**src/rtl/assert_macros.svh**
```systemverilog
// ----------------------------------------------------------------------------
// assert_macros.svh
// Assertion shorthands used by the filter RTL.
// ----------------------------------------------------------------------------
`ifndef ASSERT_MACROS_SVH
`define ASSERT_MACROS_SVH

// Property checked on every rising edge, idle during reset.
`define ASSERT_CLK(lbl, clk, rst_n, prop) \
	lbl: assert property (@(posedge clk) disable iff (!rst_n) prop) \
		else $error("assertion failed");

// Expression that must never be true outside reset.
`define ASSERT_NEVER(lbl, clk, rst_n, expr) \
	lbl: assert property (@(posedge clk) disable iff (!rst_n) !(expr)) \
		else $error("forbidden condition seen");

`endif

```
**src/rtl/tmwf_pkg.sv**
```systemverilog
// ----------------------------------------------------------------------------
// tmwf_pkg
// Shared widths, defaults and register indexes of the trimmed mean filter.
// ----------------------------------------------------------------------------
package tmwf_pkg;

	localparam int DEPTH_DEF  = 64;
	localparam int SAMPLE_W   = 16;
	localparam int WL_W       = 7;
	localparam int TRIM_W     = 6;
	localparam int CFG_IDX_W  = 8;
	localparam int CFG_DATA_W = 7;
	localparam int WIN_DEF_RAW = 16;
	localparam int TRIM_DEF   = 2;

	localparam logic [CFG_IDX_W-1:0] REG_WINDOW = CFG_IDX_W'(0);
	localparam logic [CFG_IDX_W-1:0] REG_TRIM   = CFG_IDX_W'(1);

endpackage

```
**src/rtl/trimmed_mean_window_filter.sv**
```systemverilog
// One request at a time: n = min(fill, window_length) samples are read from the ring
// (one word per cycle), put through an n-pass odd-even sort, summed and divided by a
// bit-serial divider with ACC_W = 16 + bits(DEPTH); a fully trimmed window skips
// straight to the result.
// Reset clears the pointers, fill count and handshake state; registers return
// to window_length = min(16, DEPTH), trim_count = 2. The ring needs no clearing.
// ----------------------------------------------------------------------------
// trimmed_mean_window_filter
// Sliding window trimmed mean over a ring of ADC samples.
// ----------------------------------------------------------------------------
`include "assert_macros.svh"

module trimmed_mean_window_filter #(
	parameter int DEPTH = tmwf_pkg::DEPTH_DEF
) (
	input  logic                            clk,
	input  logic                            arst_n,
	input  logic                            in_valid,
	output logic                            in_ready,
	input  logic [tmwf_pkg::SAMPLE_W-1:0]   sample,
	output logic                            out_valid,
	input  logic                            out_ready,
	output logic [tmwf_pkg::SAMPLE_W-1:0]   filtered_value,
	output logic                            too_few_samples,
	input  logic                            cfg_valid,
	output logic                            cfg_ready,
	input  logic [tmwf_pkg::CFG_IDX_W-1:0]  cfg_index,
	input  logic [tmwf_pkg::CFG_DATA_W-1:0] cfg_data
);
	import tmwf_pkg::*;

	localparam int AW      = (DEPTH > 1) ? $clog2(DEPTH) : 1;
	localparam int NW      = $clog2(DEPTH + 1);
	localparam int ACC_W   = SAMPLE_W + NW;
	localparam int WIN_DEF = (WIN_DEF_RAW < DEPTH) ? WIN_DEF_RAW : DEPTH;

	// sequencer codes
	localparam logic [2:0] ST_IDLE = 3'd0;
	localparam logic [2:0] ST_LOAD = 3'd1;
	localparam logic [2:0] ST_SORT = 3'd2;
	localparam logic [2:0] ST_SUM  = 3'd3;
	localparam logic [2:0] ST_DIV  = 3'd4;
	localparam logic [2:0] ST_RES  = 3'd5;

	logic [2:0]          state_q;
	logic [AW-1:0]       wp_q;
	logic [AW-1:0]       rptr_q;
	logic [NW-1:0]       fill_q;
	logic [NW-1:0]       n_q;
	logic [NW-1:0]       cnt_q;
	logic [NW-1:0]       hi_q;
	logic [NW-1:0]       kept_q;
	logic                rv_q;
	logic                par_q;
	logic [WL_W-1:0]     wl_q;
	logic [TRIM_W-1:0]   trim_q;
	logic [ACC_W-1:0]    sum_q;
	logic [SAMPLE_W-1:0] res_q;
	logic                few_q;
	logic                out_valid_q;
	logic [SAMPLE_W-1:0] out_val_q;
	logic                out_few_q;

	logic [SAMPLE_W-1:0] store [DEPTH];
	logic [SAMPLE_W-1:0] rdata_q;
	logic [SAMPLE_W-1:0] win_q [DEPTH];

	logic                accept;
	logic                issue;
	logic                div_start;
	logic                div_done;
	logic [SAMPLE_W-1:0] div_quo;
	logic [NW-1:0]       fill_nx;
	logic [7:0]          n_pick;
	logic [NW-1:0]       n_nx;
	logic                few_nx;
	logic                out_free;
	logic [WL_W-1:0]     wl_in;

	assign accept   = in_valid && in_ready;
	assign in_ready = (state_q == ST_IDLE);
	assign issue    = (state_q == ST_LOAD) && (cnt_q != n_q);
	assign out_free = !out_valid_q || out_ready;
	assign cfg_ready = 1'b1;

	// Fill count saturates at DEPTH; window is the newest min(fill, window) samples.
	assign fill_nx = (fill_q == NW'(DEPTH)) ? fill_q : fill_q + NW'(1);
	assign n_pick  = (8'(fill_nx) < 8'(wl_q)) ? 8'(fill_nx) : 8'(wl_q);
	assign n_nx    = NW'(n_pick);
	assign few_nx  = {2'b00, trim_q, 1'b0} >= 9'(n_nx);

	// Out of range window lengths fall back to the default.
	assign wl_in = cfg_data[WL_W-1:0];

	always_ff @(posedge clk or negedge arst_n) begin
		if (!arst_n) begin
			wl_q   <= WL_W'(WIN_DEF);
			trim_q <= TRIM_W'(TRIM_DEF);
		end else if (cfg_valid && cfg_ready) begin
			case (cfg_index)
				REG_WINDOW: begin
					if (wl_in == '0 || int'(wl_in) > DEPTH)
						wl_q <= WL_W'(WIN_DEF);
					else
						wl_q <= wl_in;
				end
				REG_TRIM: trim_q <= cfg_data[TRIM_W-1:0];
				default: ;
			endcase
		end
	end

	// Ring store: written on accept, read one word per cycle while loading.
	always_ff @(posedge clk) begin
		if (accept)
			store[wp_q] <= sample;
		rdata_q <= store[rptr_q];
	end

	// Main sequencer.
	always_ff @(posedge clk or negedge arst_n) begin
		if (!arst_n) begin
			state_q     <= ST_IDLE;
			wp_q        <= '0;
			rptr_q      <= '0;
			fill_q      <= '0;
			n_q         <= '0;
			cnt_q       <= '0;
			rv_q        <= 1'b0;
			par_q       <= 1'b0;
			out_valid_q <= 1'b0;
		end else begin
			rv_q <= issue;
			// a new result in ST_RES takes over the output register itself
			if (out_valid_q && out_ready && state_q != ST_RES)
				out_valid_q <= 1'b0;
			case (state_q)
				ST_IDLE: begin
					if (accept) begin
						wp_q   <= (wp_q == AW'(DEPTH - 1)) ? '0 : wp_q + AW'(1);
						rptr_q <= wp_q;
						fill_q <= fill_nx;
						n_q    <= n_nx;
						cnt_q  <= '0;
						state_q <= few_nx ? ST_RES : ST_LOAD;
					end
				end
				ST_LOAD: begin
					if (issue) begin
						cnt_q  <= cnt_q + NW'(1);
						rptr_q <= (rptr_q == '0) ? AW'(DEPTH - 1) : rptr_q - AW'(1);
					end else if (!rv_q) begin
						cnt_q   <= '0;
						par_q   <= 1'b0;
						state_q <= ST_SORT;
					end
				end
				ST_SORT: begin
					// n odd-even transposition passes sort the n live lanes
					par_q <= !par_q;
					if (cnt_q == n_q - NW'(1)) begin
						cnt_q   <= '0;
						state_q <= ST_SUM;
					end else begin
						cnt_q <= cnt_q + NW'(1);
					end
				end
				ST_SUM: begin
					if (cnt_q == n_q - NW'(1))
						state_q <= ST_DIV;
					cnt_q <= cnt_q + NW'(1);
				end
				ST_DIV: begin
					if (div_done)
						state_q <= ST_RES;
				end
				ST_RES: begin
					if (out_free) begin
						out_valid_q <= 1'b1;
						state_q     <= ST_IDLE;
					end
				end
				default: state_q <= ST_IDLE;
			endcase
		end
	end

	// Window lanes: padded with all-ones, shifted in, sorted, shifted out.
	always_ff @(posedge clk) begin
		if (accept) begin
			for (int k = 0; k < DEPTH; k++)
				win_q[k] <= '1;
		end else if (state_q == ST_LOAD && rv_q) begin
			win_q[0] <= rdata_q;
			for (int k = 1; k < DEPTH; k++)
				win_q[k] <= win_q[k-1];
		end else if (state_q == ST_SORT) begin
			for (int k = 0; k < DEPTH - 1; k++) begin
				if (((k % 2) == 1) == par_q && win_q[k] > win_q[k+1]) begin
					win_q[k]   <= win_q[k+1];
					win_q[k+1] <= win_q[k];
				end
			end
		end else if (state_q == ST_SUM) begin
			for (int k = 0; k < DEPTH - 1; k++)
				win_q[k] <= win_q[k+1];
		end
	end

	// Sum of ranks trim..n-trim-1, then result capture.
	always_ff @(posedge clk) begin
		if (accept) begin
			sum_q  <= '0;
			few_q  <= few_nx;
			res_q  <= '0;
			hi_q   <= n_nx - NW'(trim_q);
			kept_q <= n_nx - NW'({trim_q, 1'b0});
		end else if (state_q == ST_SUM) begin
			if (cnt_q >= NW'(trim_q) && cnt_q < hi_q)
				sum_q <= sum_q + ACC_W'(win_q[0]);
		end else if (state_q == ST_DIV && div_done) begin
			res_q <= div_quo;
		end
		if (state_q == ST_RES && out_free) begin
			out_val_q <= res_q;
			out_few_q <= few_q;
		end
	end

	assign div_start = (state_q == ST_SUM) && (cnt_q == n_q - NW'(1));

	tmwf_div #(
		.ACC_W (ACC_W),
		.NW    (NW)
	) u_div (
		.clk      (clk),
		.arst_n   (arst_n),
		.start    (div_start),
		.dividend (sum_q + ((cnt_q >= NW'(trim_q) && cnt_q < hi_q) ?
		            ACC_W'(win_q[0]) : ACC_W'(0))),
		.divisor  (kept_q),
		.done     (div_done),
		.quotient (div_quo)
	);

	assign out_valid       = out_valid_q;
	assign filtered_value  = out_val_q;
	assign too_few_samples = out_few_q;

	`ASSERT_CLK(a_accept_leaves_idle, clk, arst_n, accept |=> state_q != ST_IDLE)
	`ASSERT_NEVER(a_fill_bound, clk, arst_n, fill_q > NW'(DEPTH))
	`ASSERT_CLK(a_div_done_in_div, clk, arst_n, div_done |-> state_q == ST_DIV)
	`ASSERT_NEVER(a_read_outside_load, clk, arst_n, rv_q && state_q != ST_LOAD)

endmodule

```
**src/rtl/tmwf_div.sv**
```systemverilog
// ----------------------------------------------------------------------------
// tmwf_div
// Restoring divider, one quotient bit per cycle, done pulses once the last bit is in.
// ----------------------------------------------------------------------------
module tmwf_div #(
	parameter int ACC_W = 24,
	parameter int NW    = 7
) (
	input  logic                          clk,
	input  logic                          arst_n,
	input  logic                          start,
	input  logic [ACC_W-1:0]              dividend,
	input  logic [NW-1:0]                 divisor,
	output logic                          done,
	output logic [tmwf_pkg::SAMPLE_W-1:0] quotient
);
	import tmwf_pkg::*;

	localparam int CNT_W = $clog2(ACC_W + 1);

	logic             busy_q;
	logic             done_q;
	logic [CNT_W-1:0] cnt_q;
	logic [NW-1:0]    rem_q;
	logic [NW-1:0]    dvs_q;
	logic [ACC_W-1:0] quo_q;
	logic [NW:0]      shifted;
	logic             fits;

	assign shifted = {rem_q, quo_q[ACC_W-1]};
	assign fits    = shifted >= {1'b0, dvs_q};

	always_ff @(posedge clk or negedge arst_n) begin
		if (!arst_n) begin
			busy_q <= 1'b0;
			done_q <= 1'b0;
			cnt_q  <= '0;
		end else begin
			done_q <= busy_q && (cnt_q == CNT_W'(1));
			if (start) begin
				busy_q <= 1'b1;
				cnt_q  <= CNT_W'(ACC_W);
			end else if (busy_q) begin
				cnt_q <= cnt_q - CNT_W'(1);
				if (cnt_q == CNT_W'(1))
					busy_q <= 1'b0;
			end
		end
	end

	always_ff @(posedge clk) begin
		if (start) begin
			rem_q <= '0;
			quo_q <= dividend;
			dvs_q <= divisor;
		end else if (busy_q) begin
			rem_q <= fits ? NW'(shifted - {1'b0, dvs_q}) : shifted[NW-1:0];
			quo_q <= {quo_q[ACC_W-2:0], fits};
		end
	end

	assign done     = done_q;
	assign quotient = quo_q[SAMPLE_W-1:0];

endmodule
```
**config.mk**
```make
export PLATFORM = sky130hd
export DESIGN_NAME = trimmed_mean_window_filter
export DESIGN_NICKNAME = d
export VERILOG_FILES = /design/src/rtl/tmwf_pkg.sv /design/src/rtl/trimmed_mean_window_filter.sv /design/src/rtl/tmwf_div.sv
export VERILOG_INCLUDE_DIRS = /design/src /design/src/rtl
export SDC_FILE = /design/constraint.sdc
export NUM_CORES = 2
export LEC_CHECK = 0
export ABC_CLOCK_PERIOD_IN_PS = 7100
export BUFFER_PORTS_ARGS = -buffer_cell sky130_fd_sc_hd__buf_2
export CAP_MARGIN = 10
export CORE_UTILIZATION = 65
export CTS_BUF_LIST = sky130_fd_sc_hd__clkbuf_16
export CTS_CLUSTER_SIZE = 12
export DETAILED_ROUTE_END_ITERATION = 7
export PLACE_DENSITY = 0.81
export SYNTH_ARGS = -nofsm -noshare
export SYNTH_HDL_FRONTEND = slang
export SYNTH_SLANG_ARGS = --single-unit
```
**constraint.sdc**
```tcl
create_clock -name clk -period 7.1 [get_ports clk]
set_input_delay 0.71 -clock clk [delete_from_list [all_inputs] [get_ports clk]]
set_output_delay 0.71 -clock clk [all_outputs]
set_load 0.03 [all_outputs]
```
## Word-level counts from Yosys, hierarchy flattened

Memory sizes are Yosys's and may differ from the RTL's. A register that Yosys moved wholly into a read port is not among the register bits.
Index checks and enable logic that the tools add are counted.

| storage, ports and cells | value |
|---|---|
| memories kept | 2 |
| output and inout bits | 20 |
| latch bits | 0 |
| bits in registers | 167 |
| bits of input ports | 36 |
| bits in writable memories | 2,048 |
| ROM bits | 0 |
| word-level logic and storage cells | 1,091 |

Memory list:

| memory | words | width | rd ports | clocked after memory_dff | write ports | RTL line | source |
|---|---|---|---|---|---|---|---|
| store | 64 | 16 | 1 | 1 | 1 | trimmed_mean_window_filter.sv:64 | `logic [SAMPLE_W-1:0] store [DEPTH];` |
| win_q | 64 | 16 | 64 | 0 | 64 | trimmed_mean_window_filter.sv:66 | `logic [SAMPLE_W-1:0] win_q [DEPTH];` |

| operators by class | value |
|---|---|
| reductions and logical operators | 94 |
| mux-type cells | 615 |
| eq/ne operators | 21 |
| multiply operators | 0 |
| $add $sub $neg | 11 |
| divide/modulo/power cells | 0 |
| magnitude comparators | 69 |
| shifts and indexed selects | 0 |
| bitwise operators | 255 |

Operators with widths:

| kind | count |
|---|---|
| 16-bit 2-to-1 mux | 254 |
| 16-bit > comparator | 63 |
| 1-bit 2-to-1 mux | 333 |
| 1-bit bitwise OR | 253 |
| 1-bit logical AND | 73 |
| 7-bit 2-to-1 mux | 8 |
| 23-bit by 16-bit adder with 23-bit output | 2 |
| 23-bit 2-to-1 mux | 2 |
| 7-bit case mux with 4 select lines | 1 |
| 3-bit 2-to-1 mux | 8 |
| 6-bit 2-to-1 mux | 4 |
| 3-bit case mux with 6 select lines | 1 |
| 7-bit by 1-bit adder with 7-bit output (second input constant) | 2 |
| 7-bit less-than comparator | 2 |
| 7-bit subtractor | 2 |
| 6-bit case mux with 2 select lines | 1 |
| 5-bit 2-to-1 mux | 2 |
| 2-bit AND reduction | 5 |
| 3-bit AND reduction | 3 |
| 8-bit by 1-bit == test with 1-bit output (second input constant) | 1 |
| 8-bit by 7-bit >= comparator with 1-bit output | 1 |
| 8-bit logical NOT | 1 |
| 2-bit by 1-bit inequality test with 1-bit output (second input constant) | 4 |
| 2-bit inequality test (second input constant) | 4 |
| other kinds (27) | 35 |

## Logic depth before layout (Yosys ltp)

An unclocked memory read counts as a cell.

| depth | value |
|---|---|
| word-level depth | 11 |
| gate-level depth with buffers | 22 |
| mapped depth without buffers | 22 |

## Hierarchy

From an unflattened synthesis, not the netlist that was laid out.

| unflattened totals | value |
|---|---|
| cells, all modules | 9,267 |
| area total of the unflattened synthesis | 118,852.7 µm² |

Modules (own cells, without submodules):

| module | cells an instance | instances | area an instance (µm²) | sequential area each (µm²) |
|---|---|---|---|---|
| trimmed_mean_window_filter | 9,058 | 1 | 116,415.4 | 64,704.6 |
| tmwf_div | 209 | 1 | 2,437.3 | 1,216.2 |

## Worst setup path after synthesis

OpenSTA, ideal clock, no wires.

| timing | value |
|---|---|
| path type | register to register |
| start point | register fill_q[0] |
| end point | register state_q[2] |
| setup slack | 2,732 ps |
| library setup time | 87 ps |
| clock period less this slack | 4,368 ps |
| data required time | 7,013 ps |
| stages on the path, launching flop included | 22 |
| arrival time | 4,281 ps |
| buffers on the path | 0 |
| path through | dfrtp_1 ha_1 nand3_1 or2_2 xnor2_1 ha_1 a21oi_1 o21ai_0 nand2b_1 a31oi_1 nor2_1 a21oi_1 ha_1 inv_1 fa_1 a21o_1 a21oi_1 nor2b_1 o21ai_0 nand2b_1 a311o_1 a22oi_1 |

| between the ends | value |
|---|---|
| longest elaborated chain between the ends | 8 |
| elaborated cells on any way between the ends | 9 |
| classes of those cells | 1 x add/sub; 2 x order compare; 1 x eq/ne; 5 x mux |

RTL lines:

| what | RTL line | source |
|---|---|---|
| start, declared | trimmed_mean_window_filter.sv:48 | `logic [NW-1:0] fill_q;` |
| start signal, assigned | trimmed_mean_window_filter.sv:142 | `fill_q <= fill_nx;` |
| 7-bit by 1-bit adder with 7-bit output / 7-bit == test (equally long branches) | trimmed_mean_window_filter.sv:87 | `assign fill_nx = (fill_q == NW'(DEPTH)) ? fill_q : fill_q + NW'(1);` |
| 7-bit 2-to-1 mux (*) | trimmed_mean_window_filter.sv:87 |  |
| net fill_nx[6] | trimmed_mean_window_filter.sv:73 | `logic [NW-1:0] fill_nx;` |
| 7-bit less-than comparator | trimmed_mean_window_filter.sv:88 | `assign n_pick = (8'(fill_nx) < 8'(wl_q)) ? 8'(fill_nx) : 8'(wl_q);` |
| 7-bit 2-to-1 mux (*) | trimmed_mean_window_filter.sv:88 |  |
| 7-bit >= comparator (*) | trimmed_mean_window_filter.sv:90 | `assign few_nx = {2'b00, trim_q, 1'b0} >= 9'(n_nx);` |
| 3-bit 2-to-1 mux (*) | trimmed_mean_window_filter.sv:145 | `state_q <= few_nx ? ST_RES : ST_LOAD;` |
| 3-bit 2-to-1 mux (*) | trimmed_mean_window_filter.sv:139 | `if (accept) begin` |
| 3-bit case mux with 6 select lines (*) | trimmed_mean_window_filter.sv:137 | `case (state_q)` |
| end signal, assigned | trimmed_mean_window_filter.sv:145 |  |
| end, declared | trimmed_mean_window_filter.sv:45 | `logic [2:0] state_q;` |

Mark *: on every way through the listed nets, which the timed path passes. The rest lies on a longest branch. The select of a mux whose other input is x is not followed.
A chain may end at the register's enable or synchronous reset.

## Worst setup path after layout

Ends and elaborated chain as after synthesis.

==> metrics.md <==
| Metric | Value |
|---|---|
| Status | finished, violations left |
| Failing checks | DRC |
| Row cnt | 155 |
| Worst Max-Slew Pin Slew | 1395 ps |
| H-tree levels | 4 |
| DRT Wirelength | 315.0 mm |
| Area growth from synthesis to layout | 8.141% |
| Critical path fanouts, max | 8 |
| Hold_buf cts | 0 |
| Port Buf Inserts | 54 |
| Finish-stage setup viols | 0 |
| Chip Width | 427.0 um |
| Cell chain of the critical path | ha_1 > nand3_1 > or2_2 > xnor2_1 > ha_1 > a21oi_1 > o21ai_0 > nand2b_1 > a31oi_1 > nor2_1 > a21oi_1 > ha_1 > inv_1 > fa_1 > a21o_1 > a21oi_1 > nor2b_1 > o21ai_0 > nand2b_1 > a311o_1 > a22oi_1 |
| Root buf cell | clkbuf_16 |
| Layout Cells excl Fill | 11,637 |
| Overall Global Routing Usage | 34.57% |
| Slew Limit Fails | 0 |
| I/O pin total | 56 |
| Fin crit share | 72.95% |
| Max Clock Skew | 72.69 ps |
| Core area | 179,000 um^2 |
| Max VDD drop | 0.3479 mV |
| Setup bufs post-CTS | 0 |
| CTS Sinks | 2,231 |
| Buf/Inv on CP | 1 |
| Vias in the first global route | 80,827 |
| Leakage power | 0.05078 uW |
| Critical path capture point type | register |
| Routability Congestion | 0.9344 |
| DRT antenna net count | 0 |
| Clock slew at reported path FFs | 60 ps |
| Via count | 80,352 |
| CP max stage delay | 590 ps |
| CP Class | register to register |
| Net count after synthesis | 10,188 |
| Final hold vios | 0 |
| RSZ-0062 raised after global routing | false |
| Relative slew slack | 7.003% |
| Startpoint Class | register |
| Avg Cell Area, Syn | 12.96 um^2 |
| DIE AREA | 182,300 um^2 |
| Post-Route Setup TNS | 0 ps |
| Clock Path Buffers | 3 |
| First-pass GRT wire length | 478.2 mm |
| Worst min-delay path class | input port to async pin |
| Final nets | 10,232 |
| Initial drt markers | 9,463 |
| Power Density | 356.6 nW/um^2 |
| Global route total overflow | 0 |
| CTS tree | yes |
| Most frequent cells in the layout | 2,094 x edfxtp_1, 1,172 x inv_1, 1,086 x ha_1 |
| Post-synthesis register bit count | 2,231 |
| CTS buffer count | 226 |
| Most common cell after layout, fill and taps aside | edfxtp_1 |
| R2R Setup Slk | 1920 ps |
| WP data required | 7900 ps |
| Post-cts resize count | 0 |
| Initial antenna violation count | 16 |
| Synth Instances | 9,061 |
| Synthesized cell area | 117,400 um^2 |
| Cell family with most CP delay | compound AO/OA/AOI/OAI gates |
| Detailed Routing Iterations Pass 1 | 8 |
| CP arrival | 5980 ps |
| Ys Warns | 0 |
| Routed wire per std cell | 27.07 um |
| Max Clock Freq | 193.1 MHz |
| Sequential-to-total area share from yosys stat | 56.15% |
| Post-route DRC | 1 |
| Final core utilization | 70.93% |
| Dpl cells | 11,225 |
| CP max-delay cell | a31oi_1 |
| Initial Utilization | 65.59% |
| Layout cells sized above 1 | 9.053% |
| Dpl hpwl | 206.2 mm |
| Worst-skew pair later-pin latency | 910 ps |
| Die Ht | 427.0 um |
| Largest net degree at the start of global routing | 83 |
| Asr flop ratio synth | 2.645% |
| Vias per inst | 6.905 |
| Dominant synthesized flop cell | edfxtp_1 |
| Number of flops mapped to enable cells by yosys | 2,094 |
| Fin crit period | 5180 ps |
| Max-capacitance violation count | 0 |
| Yosys cell types | 86 |
==> worst paths after layout <==
check                                           start                        to  cells after the start
worst min-delay path                           arst_n       wl_q[6]$_DFFE_PN0P_                      2
worst max register to register  fill_q[0]$_DFFE_PN0P_    state_q[2]$_DFFE_PN0P_                     21
worst max-delay path            fill_q[0]$_DFFE_PN0P_    state_q[2]$_DFFE_PN0P_                     21
worst min register to register    kept_q[0]$_DFFE_PP_  u_div.dvs_q[0]$_DFFE_PP_                      0
min in group clk                          cfg_data[4]     trim_q[4]$_DFFE_PN0P_                      2
max in group asynchronous                      arst_n     rptr_q[0]$_DFFE_PN0P_                      2
==> flip-flops by register name, summed over array words and instances, names as in the netlist, 16 cells and up <==
name and flops:
filtered_value 16, u_div.quo_q 23, rdata_q 16, res_q 16, win_q 1024, store 1024
sum_q 23
==> through the flow <==
stage	area [um^2]	hold WS [ps]	setup WS (ps)	total power [uW]
global placement	120100	411.9	1976	32840
global route	126900	69.23	1507	47190
CTS	126800	13.38	1953	45020
floorplan	117400	400.3	2732	29190
finish	127000	21.08	1920	45270
detailed placement	120100	408.9	2017	33690
==> cells by family (layout without fill, tap and decap cells) <==
kind of cell | Yosys count | after routing | share of synthesized area [%]
other | 1 | 15 | 0.003194
AOI/OAI and AO/OA | 2206 | 2206 | 13.57
adders and majority gates | 1091 | 1091 | 11.66
xor gates and xnor gates | 73 | 73 | 0.5446
muxes | 352 | 352 | 6.594
buffers and inverters | 1449 | 1656 | 4.786
DFF | 2231 | 2231 | 56.15
and+or+nand+nor | 1658 | 1658 | 6.694
==> layout make-up <==
type,count,area (um^2)
Antenna cell,14,35.03
Clock buffer,226,5655
Clock inverter,165,1091
Fill cell,11399,52040
Inverter,1100,4131
Multi-Input combinational cell,5381,45940
Sequential cell,2231,65930
Tap cell,2355,2947
Timing Repair Buffer,165,1221
==> layer usage <==
| metal | wire length [um] | track usage [%] | share of wire (%) | vias up |
|---|---|---|---|---|
| met4 | 16620 | 16.94 | 5.3 | 12 |
| met2 | 149400 | 56.08 | 47 | 4842 |
| met5 | 80 | 0 | 0.025 | - |
| met1 | 117500 | 44.90 | 37 | 39484 |
| li1 | - | - | - | 34861 |
| met3 | 31370 | 6.578 | 10 | 1153 |
==> worst reg2reg max path, stage by stage, from the launching register on <==
cell	delay [ps]
dfrtp_1	400
ha_1	220
nand3_1	70
or2_2	300
xnor2_1	240
ha_1	290
a21oi_1	140
o21ai_0	120
nand2b_1	180
a31oi_1	590
nor2_1	80
a21oi_1	420
ha_1	260
inv_1	70
fa_1	430
a21o_1	210
a21oi_1	230
nor2b_1	70
o21ai_0	180
nand2b_1	110
a311o_1	330
a22oi_1	170
==> report_power, final <==
part           internal, uW  leakage [uW]  switching (uW)
Combinational          6280        0.0286            8740
Clock                  5960       0.00356            5190
Sequential            17000        0.0186            2130
==> cells in the mapped netlist, types with 26 or more instances <==
cell | number | area share (%)
a2111oi_0 | 26 | 0.19
a211oi_1 | 44 | 0.28
a21o_1 | 132 | 0.84
a21oi_1 | 344 | 1.5
a31oi_1 | 35 | 0.19
and2_1 | 46 | 0.25
and3_1 | 29 | 0.15
buf_1 | 27 | 0.086
buf_2 | 66 | 0.28
clkbuf_1 | 235 | 0.75
dfrtp_1 | 57 | 1.2
dfxtp_1 | 78 | 1.3
edfxtp_1 | 2094 | 54
ha_1 | 1086 | 12
inv_1 | 1096 | 3.5
mux4_2 | 336 | 6.4
nand2_1 | 570 | 1.8
nand2b_1 | 46 | 0.25
nand3_1 | 108 | 0.46
nand4_1 | 185 | 0.99
nor2_1 | 377 | 1.2
nor2b_1 | 87 | 0.46
nor3_1 | 101 | 0.43
nor4_1 | 26 | 0.14
o211ai_1 | 263 | 1.7
o21a_1 | 129 | 0.82
o21ai_0 | 205 | 0.87
o21ai_1 | 137 | 0.58
o22a_1 | 754 | 5.6
xnor2_1 | 39 | 0.29
xor2_1 | 34 | 0.25
Note: power is estimated with default switching activity, not from simulation.
